$ cat src/rtl/core/biv_pkg.sv
// biv_pkg: shared types, constants and the CRC-32 byte step for the boot
// image validator. No dependencies; every other file in rtl/core imports it.
`timescale 1ns / 1ps

package biv_pkg;

  localparam logic [31:0] CRC_POLY        = 32'hEDB8_8320;
  localparam logic [31:0] ALL_ONES        = 32'hFFFF_FFFF;
  localparam logic [31:0] MIN_IMAGE_BYTES = 32'd8;

  // Register reset values
  localparam logic [31:0] SRAM_LOW_RST     = 32'h2000_0000;
  localparam logic [31:0] SRAM_HIGH_RST    = 32'h2001_3FFF;
  localparam logic [31:0] CODE_BASE_RST    = 32'h0801_0000;
  localparam logic [31:0] MAX_BYTES_RST    = 32'd65536;
  localparam logic [31:0] EXP_CRC_RST      = 32'hFFFF_FFFF;
  localparam logic [31:0] SRC_ADDR_RST     = 32'h0801_0000;
  localparam logic        CHECK_SOURCE_RST = 1'b1;

  localparam int unsigned CFG_IDX_W = 3;

  typedef enum logic [CFG_IDX_W-1:0] {
    CFG_SRAM_LOW     = 3'd0,
    CFG_SRAM_HIGH    = 3'd1,
    CFG_CODE_BASE    = 3'd2,
    CFG_MAX_BYTES    = 3'd3,
    CFG_EXPECTED_CRC = 3'd4,
    CFG_SOURCE_ADDR  = 3'd5,
    CFG_CHECK_SOURCE = 3'd6
  } cfg_idx_e;

  typedef enum logic [2:0] {
    REASON_OK     = 3'd0,
    REASON_SOURCE = 3'd1,
    REASON_SIZE   = 3'd2,
    REASON_STACK  = 3'd3,
    REASON_VECTOR = 3'd4,
    REASON_CRC    = 3'd5
  } fail_reason_e;

  // Reflected CRC-32, one byte: eight shift/xor steps.
  function automatic logic [31:0] crc32_byte(input logic [31:0] crc,
                                             input logic [7:0]  data);
    logic [31:0] c;
    c = crc ^ {24'd0, data};
    for (int k = 0; k < 8; k++) begin
      if (c[0]) begin
        c = (c >> 1) ^ CRC_POLY;
      end else begin
        c = c >> 1;
      end
    end
    return c;
  endfunction

endpackage

$ cat src/rtl/core/biv_if.sv
// Valid/ready channel interfaces for the boot image validator: image bytes,
// verdicts and register writes. Depends on biv_pkg.
`timescale 1ns / 1ps

interface biv_in_if;
  logic       valid;
  logic       ready;
  logic [7:0] data_byte;
  logic       last_byte;

  modport source (output valid, output data_byte, output last_byte, input ready);
  modport sink   (input valid, input data_byte, input last_byte, output ready);
endinterface

interface biv_out_if;
  logic        valid;
  logic        ready;
  logic        image_valid;
  logic [2:0]  fail_reason;
  logic [31:0] computed_crc;

  modport source (output valid, output image_valid, output fail_reason,
                  output computed_crc, input ready);
  modport sink   (input valid, input image_valid, input fail_reason,
                  input computed_crc, output ready);
endinterface

interface biv_cfg_if;
  import biv_pkg::*;
  logic                 valid;
  logic                 ready;
  logic [CFG_IDX_W-1:0] index;
  logic [31:0]          data;

  modport source (output valid, output index, output data, input ready);
  modport sink   (input valid, input index, input data, output ready);
endinterface

$ cat src/rtl/core/boot_image_validator.sv
// boot_image_validator: streams one image byte per cycle; after the last byte
// is accepted, the result moves through the verdict register, then the output register.
// Throughput: one byte per cycle; in_i.ready drops only while a verdict is
// parked in the first stage and the output register is full and stalled.
// Reset (rst_ni low, async): registers to defaults, CRC to all ones, count
// and vector-table words to zero, no result pending. No clearing pass.
`timescale 1ns / 1ps

module boot_image_validator (
  input  logic    clk_i,
  input  logic    rst_ni,
  biv_in_if.sink  in_i,
  biv_cfg_if.sink cfg_i,
  biv_out_if.source res_o
);
  import biv_pkg::*;

  // ---------------------------------------------------------------------
  // Configuration registers. Writes are always taken; software must only write
  // while no image is in flight, which the block itself does not enforce.
  // ---------------------------------------------------------------------
  logic [31:0] sram_low_q, sram_high_q, code_base_q, max_bytes_q;
  logic [31:0] exp_crc_q, src_addr_q;
  logic        check_src_q;

  assign cfg_i.ready = 1'b1;

  always_ff @(posedge clk_i or negedge rst_ni) begin
    if (!rst_ni) begin
      sram_low_q  <= SRAM_LOW_RST;
      sram_high_q <= SRAM_HIGH_RST;
      code_base_q <= CODE_BASE_RST;
      max_bytes_q <= MAX_BYTES_RST;
      exp_crc_q   <= EXP_CRC_RST;
      src_addr_q  <= SRC_ADDR_RST;
      check_src_q <= CHECK_SOURCE_RST;
    end else if (cfg_i.valid) begin
      unique case (cfg_i.index)
        CFG_SRAM_LOW:     sram_low_q  <= cfg_i.data;
        CFG_SRAM_HIGH:    sram_high_q <= cfg_i.data;
        CFG_CODE_BASE:    code_base_q <= cfg_i.data;
        CFG_MAX_BYTES:    max_bytes_q <= cfg_i.data;
        CFG_EXPECTED_CRC: exp_crc_q   <= cfg_i.data;
        CFG_SOURCE_ADDR:  src_addr_q  <= cfg_i.data;
        CFG_CHECK_SOURCE: check_src_q <= cfg_i.data[0];
        default: ;  // unused index: write dropped
      endcase
    end
  end

  // ---------------------------------------------------------------------
  // Pipeline control
  //   stage 1: running state (CRC, count, stack/vector words); on the last
  //            byte the finished image summary moves into the verdict regs
  //   stage 2: checks, into the output register
  // ---------------------------------------------------------------------
  logic s1_valid_q, out_valid_q;
  logic s1_move, s1_free, in_fire;

  assign s1_move = s1_valid_q && (!out_valid_q || res_o.ready);
  assign s1_free = !s1_valid_q || s1_move;
  assign in_i.ready = s1_free;
  assign in_fire = in_i.valid && s1_free;

  // ---------------------------------------------------------------------
  // Stage 1: per-byte update
  // ---------------------------------------------------------------------
  logic [31:0] crc_q, cnt_q, sp_q, rv_q;
  logic [31:0] crc_d, cnt_d, sp_d, rv_d;
  logic [4:0]  lane_sh;

  assign lane_sh = {cnt_q[1:0], 3'b000};

  always_comb begin
    crc_d = crc32_byte(crc_q, in_i.data_byte);
    cnt_d = (cnt_q != ALL_ONES) ? cnt_q + 32'd1 : cnt_q;  // saturating
    sp_d  = sp_q;
    rv_d  = rv_q;
    // bytes 0..3: stack pointer, bytes 4..7: reset vector (little-endian)
    if (cnt_q[31:2] == 30'd0) begin
      sp_d[lane_sh +: 8] = sp_q[lane_sh +: 8] | in_i.data_byte;
    end else if (cnt_q[31:3] == 29'd0) begin
      rv_d[lane_sh +: 8] = rv_q[lane_sh +: 8] | in_i.data_byte;
    end
  end

  always_ff @(posedge clk_i or negedge rst_ni) begin
    if (!rst_ni) begin
      crc_q <= ALL_ONES;
      cnt_q <= '0;
      sp_q  <= '0;
      rv_q  <= '0;
    end else if (in_fire) begin
      if (in_i.last_byte) begin
        // verdict taken; start fresh for the next image
        crc_q <= ALL_ONES;
        cnt_q <= '0;
        sp_q  <= '0;
        rv_q  <= '0;
      end else begin
        crc_q <= crc_d;
        cnt_q <= cnt_d;
        sp_q  <= sp_d;
        rv_q  <= rv_d;
      end
    end
  end

  // Verdict stage registers
  logic [31:0] s1_size_q, s1_crc_q, s1_sp_q, s1_rv_q;

  always_ff @(posedge clk_i or negedge rst_ni) begin
    if (!rst_ni) begin
      s1_valid_q <= 1'b0;
    end else if (in_fire && in_i.last_byte) begin
      s1_valid_q <= 1'b1;
    end else if (s1_move) begin
      s1_valid_q <= 1'b0;
    end
  end

  always_ff @(posedge clk_i) begin
    if (in_fire && in_i.last_byte) begin
      s1_size_q <= cnt_d;
      s1_crc_q  <= ~crc_d;
      s1_sp_q   <= sp_d;
      s1_rv_q   <= rv_d;
    end
  end

  // ---------------------------------------------------------------------
  // Stage 2: checks in priority order, first failure wins
  // ---------------------------------------------------------------------
  logic [32:0]  image_end;
  logic [31:0]  entry_addr;
  fail_reason_e reason;

  assign image_end  = {1'b0, code_base_q} + {1'b0, s1_size_q};  // no wrap
  assign entry_addr = {s1_rv_q[31:1], 1'b0};

  always_comb begin
    priority if (check_src_q && (src_addr_q != code_base_q)) begin
      reason = REASON_SOURCE;
    end else if ((s1_size_q < MIN_IMAGE_BYTES) || (s1_size_q > max_bytes_q)) begin
      reason = REASON_SIZE;
    end else if ((s1_sp_q < sram_low_q) || (s1_sp_q > sram_high_q) ||
                 (s1_sp_q[1:0] != 2'b00)) begin
      reason = REASON_STACK;
    end else if (!s1_rv_q[0] || (entry_addr < code_base_q) ||
                 ({1'b0, entry_addr} >= image_end)) begin
      reason = REASON_VECTOR;  // thumb bit clear or entry outside image
    end else if ((exp_crc_q != ALL_ONES) && (s1_crc_q != exp_crc_q)) begin
      reason = REASON_CRC;
    end else begin
      reason = REASON_OK;
    end
  end

  // Output register
  fail_reason_e reason_q;
  logic [31:0]  crc_out_q;

  always_ff @(posedge clk_i or negedge rst_ni) begin
    if (!rst_ni) begin
      out_valid_q <= 1'b0;
    end else if (s1_move) begin
      out_valid_q <= 1'b1;
    end else if (res_o.ready) begin
      out_valid_q <= 1'b0;
    end
  end

  always_ff @(posedge clk_i) begin
    if (s1_move) begin
      reason_q  <= reason;
      crc_out_q <= s1_crc_q;
    end
  end

  assign res_o.valid        = out_valid_q;
  assign res_o.image_valid  = (reason_q == REASON_OK);
  assign res_o.fail_reason  = reason_q;
  assign res_o.computed_crc = crc_out_q;

endmodule

$ cat src/flat_wrapper.sv
// flat-port wrapper written by rule: the top's interface ports become plain ports
module boot_image_validator_flat import biv_pkg::*;
  (clk_i, rst_ni, in_i_valid, in_i_data_byte, in_i_last_byte, in_i_ready, cfg_i_valid, cfg_i_index, cfg_i_data, cfg_i_ready, res_o_valid, res_o_image_valid, res_o_fail_reason, res_o_computed_crc, res_o_ready);
  biv_in_if in_i_i ();
  biv_cfg_if cfg_i_i ();
  biv_out_if res_o_i ();
  input  logic clk_i;
  input  logic rst_ni;
  input wire logic [$bits(in_i_i.valid)-1:0] in_i_valid;
  input wire logic [$bits(in_i_i.data_byte)-1:0] in_i_data_byte;
  input wire logic [$bits(in_i_i.last_byte)-1:0] in_i_last_byte;
  output wire logic [$bits(in_i_i.ready)-1:0] in_i_ready;
  input wire logic [$bits(cfg_i_i.valid)-1:0] cfg_i_valid;
  input wire logic [$bits(cfg_i_i.index)-1:0] cfg_i_index;
  input wire logic [$bits(cfg_i_i.data)-1:0] cfg_i_data;
  output wire logic [$bits(cfg_i_i.ready)-1:0] cfg_i_ready;
  output wire logic [$bits(res_o_i.valid)-1:0] res_o_valid;
  output wire logic [$bits(res_o_i.image_valid)-1:0] res_o_image_valid;
  output wire logic [$bits(res_o_i.fail_reason)-1:0] res_o_fail_reason;
  output wire logic [$bits(res_o_i.computed_crc)-1:0] res_o_computed_crc;
  input wire logic [$bits(res_o_i.ready)-1:0] res_o_ready;
  assign in_i_i.valid = in_i_valid;
  assign in_i_i.data_byte = in_i_data_byte;
  assign in_i_i.last_byte = in_i_last_byte;
  assign in_i_ready = in_i_i.ready;
  assign cfg_i_i.valid = cfg_i_valid;
  assign cfg_i_i.index = cfg_i_index;
  assign cfg_i_i.data = cfg_i_data;
  assign cfg_i_ready = cfg_i_i.ready;
  assign res_o_valid = res_o_i.valid;
  assign res_o_image_valid = res_o_i.image_valid;
  assign res_o_fail_reason = res_o_i.fail_reason;
  assign res_o_computed_crc = res_o_i.computed_crc;
  assign res_o_i.ready = res_o_ready;
  boot_image_validator u_core (.clk_i(clk_i), .rst_ni(rst_ni), .in_i(in_i_i), .cfg_i(cfg_i_i), .res_o(res_o_i));
endmodule
$ cat config.mk
export PLATFORM = sky130hd
export DESIGN_NAME = boot_image_validator_flat
export DESIGN_NICKNAME = d
export VERILOG_FILES = /design/src/rtl/core/biv_pkg.sv /design/src/rtl/core/biv_if.sv /design/src/rtl/core/boot_image_validator.sv /design/src/flat_wrapper.sv
export SDC_FILE = /design/constraint.sdc
export NUM_CORES = 1
export LEC_CHECK = 0
export BUFFER_PORTS_ARGS = -buffer_cell sky130_fd_sc_hd__buf_2
export CAP_MARGIN = 25
export CORE_MARGIN = 1
export CORE_UTILIZATION = 45
export DETAILED_ROUTE_END_ITERATION = 7
export GPL_TIMING_DRIVEN = 1
export SLEW_MARGIN = 20
export SYNTH_ARGS = -nofsm -noshare
export SYNTH_HDL_FRONTEND = slang
export SYNTH_SLANG_ARGS = --single-unit
$ cat constraint.sdc
create_clock -name clk_i -period 3.75 [get_ports clk_i]
set_input_delay 0 -clock clk_i [delete_from_list [all_inputs] [get_ports clk_i]]
set_output_delay 0 -clock clk_i [all_outputs]
set_load 0.005 [all_outputs]
==> results of run 1 <==
==> layout make-up <==
| type | count | area share |
|---|---|---|
| Tap cell | 765 | 0.0303 |
| Clock inverter | 36 | 0.0153 |
| Antenna cell | 1 | 0.0000791 |
| Sequential cell | 486 | 0.414 |
| Inverter | 156 | 0.0186 |
| Clock buffer | 66 | 0.0464 |
| Timing Repair Buffer | 301 | 0.0706 |
| Multi-Input combinational cell | 1776 | 0.405 |
==> worst paths after layout <==
kind                            cells past startpoint  slack, ns                   start                            end
worst min-delay path                                2       0.05          in_i_last_byte                u_core.rv_q[13]
worst max-delay path                               18      -0.61  u_core.code_base_q[16]    u_core.res_o.fail_reason[0]
max in group asynchronous                           4       1.95                  rst_ni               u_core.cnt_q[11]
worst min register to register                      0       0.48     u_core.s1_crc_q[13]  u_core.res_o.computed_crc[13]
worst max register to register                     18      -0.61  u_core.code_base_q[16]    u_core.res_o.fail_reason[0]
min in group asynchronous                           3       0.48                  rst_ni               u_core.cnt_q[13]
==> logic make-up after synthesis <==
| family | Yosys count | synth area share |
|---|---|---|
| adder cells (fa/ha/maj) | 196 | 0.0926 |
| other | 1 | 0.000141 |
| flip-flops | 486 | 0.493 |
| buffers and inverters | 244 | 0.0363 |
| AND/OR/NAND/NOR | 648 | 0.119 |
| multiplexers | 116 | 0.0560 |
| XOR/XNOR | 194 | 0.0648 |
| AO/OA/AOI/OAI | 621 | 0.138 |
==> through the flow <==
stage | hold WS [ns] | std cells
final | 0.0464 | 3587
after global routing | 0.0604 | 3586
after CTS | 0.00940 | 3582
after detailed placement | 0.0470 | 3429
after global placement | 0.0424 | 3429
after floorplan | -0.296 | 2506
==> worst max-delay path, delay by kind of cell (launching register included) <==
| family | cells | cell delay, ns |
|---|---|---|
| AOI/OAI and AO/OA | 8 | 1.51 |
| and+or+nand+nor | 6 | 1.26 |
| DFF | 1 | 0.55 |
| adders and majority gates | 2 | 0.48 |
| buffers and inverters | 1 | 0.16 |
| xor gates and xnor gates | 1 | 0.14 |
==> per-layer routing <==
metal	vias up	global-route usage	wire, microns
met5	-	0	0
met4	0	0.0794	2240
met3	125	0.0406	5270
met2	649	0.414	35800
met1	10200	0.430	40600
li1	9496	-	-
==> where the power goes <==
group	switching, mW	internal, mW
clock network	2.34	3.43
registers	0.963	7.09
logic	3.68	2.82
==> what timing repair did <==
action / 4_1_cts / 5_1_grt
setup buffers: 2 / 3
pin swaps: 9 / 15
hold endpoints to repair: 383 / 0
resized for setup: 12 / 19
hold buffers: 49 / 0
endpoints found under the setup margin: 2 / 2
cloned: 0 / 0
==> synth_stat cells (all sizes together), types with 3 or more instances <==
cell type / instances
and4: 10
inv: 156
a221o: 5
nand2: 309
a21oi: 121
o21a: 5
o21bai: 6
ha: 195
and3: 12
nor3: 33
dfrtp: 236
mux4: 16
edfxtp: 163
o211ai: 7
nor4: 32
a21boi: 60
o21ai: 301
a31oi: 6
o31ai: 22
a211o: 3
a211oi: 13
or2: 20
xor2: 82
dfstp: 87
or3: 4
nor2b: 4
xnor2: 112
and2: 12
nor2: 109
nand3: 27
nor3b: 3
a21o: 44
clkbuf: 73
nand2b: 10
a22o: 5
nand4: 57
nand4b: 3
buf: 15
mux2: 100
==> impl_metrics.yaml, run 1 <==
die:
  dieWidth_microns: 245
  start_util: 0.458
  coreArea_sq_mm: 0.0580
  die_area_sq_mm: 0.0600
  pin_count: 88
  die_h_microns: 245
  fp-row-count: 88
run:
  max_cap_violations: 0
pwr:
  pwr_density_cell_mw_per_mm2: 642
  p_total_mw: 20.3
  ir_worst_vdd_mv: 0.443
  p_leak_nw: 13.5
logic_synthesis:
  synth_ff_type: "dfrtp_1"
  synth_area_sq_mm: 0.0266
  syn_nets: 2751
  synth_edf_count: 163
  yosys-top-cells-area: "dfrtp_1 22%, edfxtp_1 18%, ha_1 9.2%"
  yosysSeqAreaShare: 0.493
  avgSynthCellArea_sq_um: 10.6
  ys_ff_latch: 486
  yosysWarnings: 0
  yosysTopAreaCellShare: 0.222
  synth_cells: 2506
  synth_cell_type_count: 81
  async_flop_share: 0.665
  synth_top_area_cell: "dfrtp_1"
place:
  placedInstanceArea_sq_mm: 0.0290
  hpwl_mm: 63.2
  portBuffers: 86
  place_ws_ns: -0.703
  gp_congestion: 0.950
grt:
  grt_max_degree: 87
  grt-ovfl-total: 0
  groute.usage.overall: 0.282
  grt_pass1_vias: 20100
  grt_pass1_wl_mm: 126
  antenna_found_initial: 0
timing:
  max_slew_margin: 0.264
  worst_pin_slew_ns: 1.10
  finalWorstSetupSlack_ns: -0.607
  setup_viol_count_final: 2
  fmax_mhz: 230
  finalCriticalPeriod_ns: 4.36
  tns_ns: -1.10
  fin_skew_ns: 0.0381
  drv_slew: 0
  rsz0062_at_grt: "true"
  final_hold_viol_count: 0
  finalCritPeriodShare: 1.16
finish:
  layout-drive-gt1-share: 0.229
  nets: 3020
  final_cell_mix: "303 x nand2_1, 276 x o21ai_0, 236 x dfrtp_1"
  fin_area_sq_mm: 0.0316
  syn_to_final_growth_pct: 19.0
  multiInputGateArea_sq_mm: 0.0128
  n_fill_cell: 5005
  register_area_sq_mm: 0.0131
  final_common_cell: "nand2_1"
  finalCoreUtilization: 0.545
setup_path:
  start_kind: "flop"
  crit_type: "flop to flop"
  end_kind: "flop"
  worstPathCellList: "ha_4 -> and3_4 -> and3_1 -> a221o_1 -> nor4_2 -> buf_4 -> o21ai_4 -> a311o_1 -> xnor2_1 -> ha_1 -> nand4_1 -> nor4_2 -> nand4_1 -> o211ai_1 -> a221o_1 -> o211ai_1 -> a311oi_1 -> o21ai_1"
  slowest_delay_ns: 0.55
  cp_slowest_cell: "dfstp_2"
  crit_fanout: 4
  required_ns: 4.09
  critical_path_arrival_ns: 4.70
detailed_routing:
  firstDrtPassIters: 7
  drc_errors: 0
  routed_via_density: 5.69
  via_count: 20400
  ant_nets: 0
  drt_iter0_drc: 1919
  routed_wl_mm: 83.9
  post_drt_wl_per_cell_microns: 23.4
clock_tree:
  cts.sinks: 486
  tritoncts: "done"
  ctsLongestPathBuffers: 3
  htree_num_levels: 2
  cts-root-buf: "clkbuf_16"
  insertion_delay_ns: 0.63
  clkTransAtPathRegs_ns: 0.06
  cts_buffers: 54
status:
  status: "finished with violations"
  violations: "setup timing"
min_path:
  hold_path.class: "input pin to flop"
Power figures use the tool's default switching activity.
==> run 2, diff against run 1 <==
==> constraint.sdc (replaced) <==
create_clock -name clk_i -period 3.6 [get_ports clk_i]
set_input_delay 0 -clock clk_i [delete_from_list [all_inputs] [get_ports clk_i]]
set_output_delay 0 -clock clk_i [all_outputs]
set_load 0.005 [all_outputs]
==> run 2 against run 1 <==
  * First-iteration DRC count shrank 11%
  * Largest cell class unchanged
  * Global-route usage fell by 0.35 points
  * Critical endpoint is now u_core.res_o.fail_reason[2]
  * The flow finishes with violations (hold timing, setup timing)
  * Routed wire length fell by 0.85%
  * Total power grew 3.5%
  * Final cell count grew 0.42%
  * Via count is 0.38% higher
  * Sequential share of layout area about the same
  * Sequential cell count did not move
  * Clock skew fell by 0.011 ns
==> impl_metrics.yaml, run 2 (synthesis results as in run 1) <==
run:
  max_cap_violations: 0
clock_tree:
  htree_num_levels: 2
  clkTransAtPathRegs_ns: 0.06
  cts.sinks: 486
  ctsLongestPathBuffers: 3
  insertion_delay_ns: 0.63
  tritoncts: "done"
  cts_buffers: 54
  cts-root-buf: "clkbuf_16"
status:
  status: "finished with violations"
  violations: "hold timing, setup timing"
grt:
  grt_pass1_vias: 20200
  antenna_found_initial: 2
  grt-ovfl-total: 0
  groute.usage.overall: 0.278
  grt_pass1_wl_mm: 125
  grt_max_degree: 92
setup_path:
  start_kind: "flop"
  end_kind: "flop"
  r2r_start: "u_core.s1_size_q[0]"
  crit_fanout: 2
  critical_path_arrival_ns: 4.71
  r2r_cells: 17
  rrSetupSlack_ns: -0.74
  r2r-end: "u_core.res_o.fail_reason[2]"
  crit_type: "flop to flop"
  required_ns: 3.97
timing:
  rsz0062_at_grt: "true"
  hold_ws_ns: -0.0311
  finalCriticalPeriod_ns: 4.34
  fin_skew_ns: 0.0272
  finalWorstSetupSlack_ns: -0.741
  max_slew_margin: 0.301
  drv_slew: 0
  final_hold_viol_count: 3
  finalCritPeriodShare: 1.21
  setup_viol_count_final: 2
  worst_pin_slew_ns: 1.05
  fmax_mhz: 230
pwr:
  pwr_density_cell_mw_per_mm2: 664
  p_total_mw: 21.0
  p_leak_nw: 13.5
  ir_worst_vdd_mv: 0.413
place:
  hpwl_mm: 63.0
  post-place-cells: 3442
  gp_congestion: 0.978
  portBuffers: 86
detailed_routing:
  via_count: 20500
  routed_wl_mm: 83.1
  routed_via_density: 5.69
  drc_errors: 0
  drt_iter0_drc: 1706
  firstDrtPassIters: 6
  ant_nets: 0
  post_drt_wl_per_cell_microns: 23.1
min_path:
  hold_path.class: "input pin to asynchronous set/reset pin"
finish:
  nets: 3035
  final_cell_mix: "302 x nand2_1, 277 x o21ai_0, 236 x dfrtp_1"
  syn_to_final_growth_pct: 19.2
  final_common_cell: "nand2_1"
  post_layout_nonfiller_instances: 3602
  n_fill_cell: 4983
  layout-drive-gt1-share: 0.226
die:
  die_area_sq_mm: 0.0600
  pin_count: 88
  coreArea_sq_mm: 0.0580
  fp-row-count: 88
  dieWidth_microns: 245
  die_h_microns: 245
  start_util: 0.458
==> run 2: cell types whose count changed in the layout (fill, tap and decap cells not counted), sizes merged <==
cell,change
buf,+14
bufinv,-1
clkbuf,+8
clkinv,+1
clkinvlp,-8
dlygate4sd3,+1
==> run 2: final cells by class <==
class                   instances  area [sq um]  share of cell area
repair buffers                316          2370              0.0748
clock inverters                28           398              0.0126
flip-flops and latches        486         13100               0.413
multi-input cells            1776         12800               0.403
clock buffers                  74          1490              0.0470
well taps                     765           957              0.0302
diodes                          1          2.50           0.0000791
inverters                     156           589              0.0186
==> run 2: worst max-delay path by stage <==
| stage | start | end | slack, ns | cells past startpoint |
|---|---|---|---|---|
| final | u_core.s1_size_q[0] | u_core.res_o.fail_reason[2] | -0.74 | 17 |
| after global routing | u_core.s1_size_q[9] | u_core.res_o.fail_reason[0] | -0.93 | 18 |
| after CTS | u_core.s1_size_q[0] | u_core.res_o.fail_reason[2] | -0.67 | 17 |
| after detailed placement | u_core.s1_size_q[2] | u_core.res_o.fail_reason[0] | -0.94 | 19 |
| after global placement | u_core.code_base_q[0] | u_core.res_o.fail_reason[0] | -0.76 | 19 |
| after floorplan | u_core.code_base_q[0] | u_core.res_o.fail_reason[2] | -0.23 | 17 |
==> run 2: metal layers <==
layer / wire length [microns] / share of wire / global-route usage / up-vias
met2: 35400 / 0.43 / 0.409 / 728
met1: 38300 / 0.46 / 0.407 / 10100
met4: 2800 / 0.034 / 0.0967 / 0
li1: - / - / - / 9519
met5: 0 / 0 / 0 / -
met3: 6550 / 0.079 / 0.0565 / 152
==> run 2: metrics by stage <==
stage | setup slack, ns | instance area, sq um | setup TNS, ns | utilization
final | -0.741 | 31700 | -1.42 | 0.545
after global routing | -0.930 | 31600 | -1.80 | 0.545
after CTS | -0.665 | 31600 | -1.33 | 0.544
after detailed placement | -0.936 | 29100 | -1.71 | 0.501
after global placement | -0.761 | 29100 | -1.43 | 0.501
after floorplan | -0.225 | 26700 | -0.390 | -
==> run 2: power breakdown <==
part / internal [mW] / leakage [nW] / switching, mW
Clock: 3.49 / 0.911 / 2.37
Sequential: 7.38 / 5.46 / 0.995
Combinational: 2.97 / 7.14 / 3.81
Total: 13.8 / 13.5 / 7.18
==> run 2: critical path, stage by stage (launching register included) <==
cell      delay, ns
edfxtp_1       0.43
ha_4           0.19
fa_2           0.35
a211oi_2       0.28
o21bai_1       0.11
a21oi_2        0.15
o21ai_1        0.09
a21oi_1        0.15
xor2_1         0.20
ha_1           0.27
and4_1         0.17
a221o_1        0.38
a211o_1        0.36
a221o_1        0.36
o211ai_1       0.17
buf_4          0.17
nand2_2        0.04
o211a_1        0.20
==> run 2: timing repair <==
action	in CTS	in global routing
setup endpoints to repair	2	2
endpoints found under the hold margin	360	0
hold buffers	50	0
resized for setup	15	13
pin swaps	13	12
buffers inserted	4	3
